--- config.mk ---
export PLATFORM = sky130hd
export DESIGN_NAME = gisd_mac
export DESIGN_NICKNAME = d
export VERILOG_FILES = /design/src/hw/rtl/gisd_pkg.sv /design/src/hw/rtl/gisd_mac.sv
export SDC_FILE = /design/constraint.sdc
export NUM_CORES = 2
export LEC_CHECK = 0
export BUFFER_PORTS_ARGS = -buffer_cell sky130_fd_sc_hd__buf_4
export CAP_MARGIN = 20
export CORE_ASPECT_RATIO = 0.6
export CORE_MARGIN = 2
export CORE_UTILIZATION = 60
export CTS_CLUSTER_SIZE = 16
export DETAILED_ROUTE_END_ITERATION = 7
export HOLD_SLACK_MARGIN = 0.06
export PLACE_DENSITY = 0.77
export SETUP_SLACK_MARGIN = 0.1
export SLEW_MARGIN = 20
export SYNTH_ARGS = -nofsm -noshare
export SYNTH_HDL_FRONTEND = slang
export SYNTH_SLANG_ARGS = --single-unit
--- constraint.sdc ---
create_clock -name clock -period 26.4 [get_ports clock]
set_input_delay 2.64 -clock clock [delete_from_list [all_inputs] [get_ports clock]]
set_output_delay 2.64 -clock clock [all_outputs]
set_load 0.05 [all_outputs]
--- src/hw/rtl/gisd_pkg.sv ---
// Package for the gyro impulse sequence detector: shared constants and types.
// Used by every module of the block; depends on nothing.
package gisd_pkg;

   localparam int TimeConstantMs   = 250;
   localparam int HeadQuietMs      = 300;
   localparam int ClickHoldoffMs   = 500;
   localparam int ImpulseHoldoffMs = 60;
   localparam int MaxStepMs        = 50;
   localparam int MinImpulses      = 2;

   localparam logic [2:0] CSR_ENTER    = 3'd0;
   localparam logic [2:0] CSR_EXIT     = 3'd1;
   localparam logic [2:0] CSR_HEAD     = 3'd2;
   localparam logic [2:0] CSR_IMP_MIN  = 3'd3;
   localparam logic [2:0] CSR_IMP_MAX  = 3'd4;
   localparam logic [2:0] CSR_GAP_MIN  = 3'd5;
   localparam logic [2:0] CSR_GAP_MAX  = 3'd6;
   localparam logic [2:0] CSR_NEEDED   = 3'd7;

   // Operation select for the shared multiply-accumulate unit.
   typedef enum logic [2:0] {
      MAC_CLEAR = 3'd0,
      MAC_SQ    = 3'd1,
      MAC_STEP  = 3'd2
   } mac_op_type;

   typedef struct packed {
      mac_op_type   op;
      logic [16:0]  a;   // unsigned operand
      logic [32:0]  b;   // signed operand
   } mac_cmd_type;

endpackage

--- src/hw/rtl/gisd_mac.sv ---
// Shared multiply-accumulate unit of the gyro impulse sequence detector.
// Depends on gisd_pkg.
module gisd_mac
   import gisd_pkg::*;
(
   input  logic        clock,
   input  logic        reset,
   input  mac_cmd_type cmd,
   output logic [63:0] acc,
   output logic [49:0] prod
);
   logic [63:0] acc_ff, acc_in;
   logic [49:0] prod_ff;

   always_comb begin
      acc_in = acc_ff;
      case (cmd.op)
         MAC_CLEAR: acc_in = '0;
         MAC_SQ:    acc_in = acc_ff + 64'(signed'(cmd.b) * signed'(cmd.b));
         MAC_STEP:  acc_in = acc_ff;
         default:   acc_in = acc_ff;
      endcase
   end

   always_ff @(posedge clock) begin
      if (reset) begin
         acc_ff <= '0;
      end else begin
         acc_ff <= acc_in;
      end
      prod_ff <= 50'(signed'({1'b0, cmd.a}) * signed'(cmd.b));
   end

   assign acc  = acc_ff;
   assign prod = prod_ff;
endmodule

# == After elaboration in Yosys (flattened, before gate mapping) ==
# Index checks and enable logic that the tools add are counted.
# W data, S select, Z words.
# word_totals
mem_count,0
latch_bits,0
romBits,0
output_inout_bits,114
regBits,114
mem_bits_rw,0
# classes
n_reduce_logical,2
order_cmp,0
shift,0
n_mux,1
n_bitwise,0
n_div,0
n_mul,2
n_eq_ne,1
add_sub_neg,1
# op_table
op,count
$pmux W64 S2,1
$add A64 B64 Y64,1
$mul A33 B33 Y64,1
$mul A18 B33 Y50,1
$eq A3 B1 Y1 const B,1
$logic_not A3 Y1,1
$reduce_bool A2 Y1,1

# == Depth between registers and ports, before layout ==
# logic_depth
depth_word,3
depth_mapped,32
ltp_nobuf,29

# == Least setup slack after synthesis ==
# Ideal clock, no wire load.
# synth_path
kind,in2reg
from,input cmd[32] (netlist name)
to,"register acc_ff[63], in the netlist acc[63]"
setup_ns,0.117
path_slack_ns,16.010
required_time_ns,26.283
cell_stages,24
arrival_time_ns,10.273
n_path_buf,3
cell_sequence,inv_1 > clkbuf_1 > buf_1 > nor2_1 > fa_1 > inv_1 > fa_1 > inv_1 > fa_1 > inv_1 > fa_1 > inv_1 > fa_1 > fa_1 > fa_1 > fa_1 > ha_1 > clkbuf_1 > nand4_1 > or3_1 > or4_1 > o21ai_1 > xnor2_1 > a22o_1
# synth_via
elab_chain_len,3
# synth_lines
item,line_no,text
"start, declared",gisd_mac.sv:8,"input mac_cmd_type cmd,"
$mul A33 B33 Y64,gisd_mac.sv:19,MAC_SQ: acc_in = acc_ff + 64'(signed'(cmd.b) * signed'(cmd.b));
$add A64 B64 Y64,gisd_mac.sv:19,
$pmux W64 S2,gisd_mac.sv:17,case (cmd.op)
"end signal, assigned",gisd_mac.sv:29,acc_ff <= acc_in;
"end, declared",gisd_mac.sv:12,"logic [63:0] acc_ff, acc_in;"
# Every way passes these cells.
# A chain may end at the register's enable or synchronous reset.

# == Final worst setup path ==
# layout_path
from,input cmd[6] (netlist name)
to,"register acc_ff[59], in the netlist acc[59]"
# Same word-level chain as after synthesis.

==> results.cfg <==
[status]
status = completed

[worst_hold_path]
holdPathEnd = acc[0]
min_path_type = register to register
whs_path_depth = 2
min_from = acc[0]

[synth]
yosys-top-cells-area = fa_1, inv_1, ha_1
synth_cells = 6328
async_flop_share = 0
synth_edf_count = 0
synth_top_area_frac = 0.563
ys_warn_count = 0
synthFlopType = dfxtp_1
ys_ff_latch = 114
seq_area_frac_synth = 0.0386
avgSynthCellArea_sq_um = 9.35
yosysTopAreaCell = fa_1
syn_area_sq_mm = 0.0591
ys_types = 75
syn_nets = 8411

[cts]
clkTransAtPathRegs_ns = 0.07
cts_resized = 0
cts_root_buf = clkbuf_16
htreeDepth = 4
clk_path_buf_depth = 2
cts_tree = built
cts.sinks = 114
postCtsSetupRepairBufs = 0
cts_buffers = 17
ctsHoldBuffers = 0
insertion_delay_ns = 0.55

[floorplan]
io_pins = 169
core_area_sq_mm = 0.0980
start_util = 0.604
chipHeight_um = 247
die_x_um = 409
die_area_sq_mm = 0.101
row_count = 89

[sta]
setup_violations = 0
setup-tns-final_ns = 0
rsz0062_at_grt = false
hold_viol_final = 0
min_period_ns = 11.71
clock_skew_ns = 0.0268
slew_violations = 0
whs_ns = 0.481
fin_crit_sh = 0.443
fmax_ghz = 0.0854
worst_pin_slew_ns = 0.935
slew_headroom = 0.377

[worst_setup_path]
end_kind = register
arrival_ns = 12.14
r2r_slack_ns = 19.07
critical_path_class = primary input to register
crit_fanout = 44
reg2reg_from = acc[32]
ff2ff_path_depth = 23
startpoint_type = primary input
critPathRequiredTime_ns = 26.83
r2r_end = acc[56]

[cells_and_area]
post-route-util = 0.630
layout_common_cells = inv_1, fa_1, nand2_1, and2_1, ha_1
layout_commonest_cell = inv_1
n_fill_cell = 8045
fin_nets = 8344
instances_no_fill = 7593
drive_above_1_share = 0.0398
diodes = 0
area_growth_pct = 4.45

[placed_design]
port_buffers = 168
dp_hpwl_um = 126000
place.gp.congestion = 0.961
place_inst = 7561

[detailed_routing]
drt_wl_total_um = 157000
vias = 41700
route.detailed.drc = 0
routedWlPerCell_um = 20.7
drt-initial-drc-count = 3959
vias_per_cell = 5.50
dr.pass1.iters = 6
antenna_left = 0

[global_routing]
grt_pass1_vias = 46100
grt_max_degree = 55
grt-ovfl-total = 0
grt_usage = 0.333
grt_pass1_wl_um = 255000
antenna_found_initial = 1

[job]
max-cap-violations = 0
[worst max-delay path by stage]
stage	start	endpoint	slack, ns	cells past startpoint
6_report	cmd[6]	acc[59]	14.69	23
5_1_grt	cmd[32]	acc[59]	14.28	24
4_1_cts	cmd[32]	acc[59]	15.00	24
3_5_place_dp	cmd[32]	acc[59]	14.44	23
3_3_place_gp	cmd[6]	acc[59]	14.65	22
2_1_floorplan	cmd[32]	acc[63]	16.01	24
[sequential cells by signal (all words and copies together) (netlist names)]
register and count:
acc 64, prod 50
[cell usage after synthesis, drive strengths merged, types with 6 or more instances]
library cell / number
a21oi: 127
clkbuf: 266
nand2b: 14
o21a: 15
xor2: 45
a21o: 70
xnor2: 106
a22o: 23
nand3: 31
fa: 1664
a22oi: 29
inv: 1942
a31o: 7
o211ai: 8
o22ai: 6
o21ai: 50
nand4: 20
nor3: 15
o21bai: 21
or3: 13
nand2: 735
ha: 364
o31ai: 8
a211oi: 7
and2: 379
buf: 7
nor2b: 12
dfxtp: 114
nor2: 155
[routing by layer]
metal / vias up / global-route usage / wire, um
met4: 0 / 0.0873 / 4330
met1: 21300 / 0.463 / 62500
met3: 303 / 0.107 / 20200
met5: - / 0 / 0
met2: 2306 / 0.507 / 69900
li1: 17800 / - / -
[critical path, cell delays in order]
cell and delay (ns):
buf_4 0.53, clkinv_1 0.62, nor2_1 0.75, fa_1 0.52, inv_1 0.25, fa_1 0.50, inv_1 0.20, fa_1 0.50
inv_1 0.61, fa_1 0.53, inv_1 0.09, fa_1 0.44, fa_1 0.57, fa_1 0.42, fa_1 0.46, ha_1 0.43
nand4_1 0.30, nor4_1 0.38, o211ai_1 0.24, a311oi_1 0.58, a211o_1 0.22, xor2_1 0.08, a22o_1 0.20
[cells by family (layout without fill, tap and decap cells)]
kind of cell	count (synthesis)	after routing	synth area share
AOI/OAI and AO/OA	411	411	0.0469
adders and majority gates	2028	2028	0.640
muxes	4	4	0.000783
DFF	114	114	0.0386
buffers and inverters	2219	2165	0.141
xor gates and xnor gates	151	151	0.0224
and+or+nand+nor	1401	1401	0.110
[per-stage QoR]
step | area, sq um | setup slack, ns
after floorplan | 59100 | 16.01
after global placement | 61200 | 14.65
after detailed placement | 61200 | 14.44
after CTS | 61800 | 15.00
after global routing | 61800 | 14.28
final | 61800 | 14.69
[final cells by class]
class,instances,area [sq um],area share
clock buffers,18,439,0.00711
clock inverters,14,158,0.00255
inverters,1946,7300,0.118
multi-input cells,3995,48500,0.786
flip-flops and latches,114,2280,0.0369
well taps,1319,1650,0.0267
repair buffers,187,1400,0.0227
Power is not shown: default switching activity piles up to over one toggle a cycle in this logic, so the estimate is an artifact.
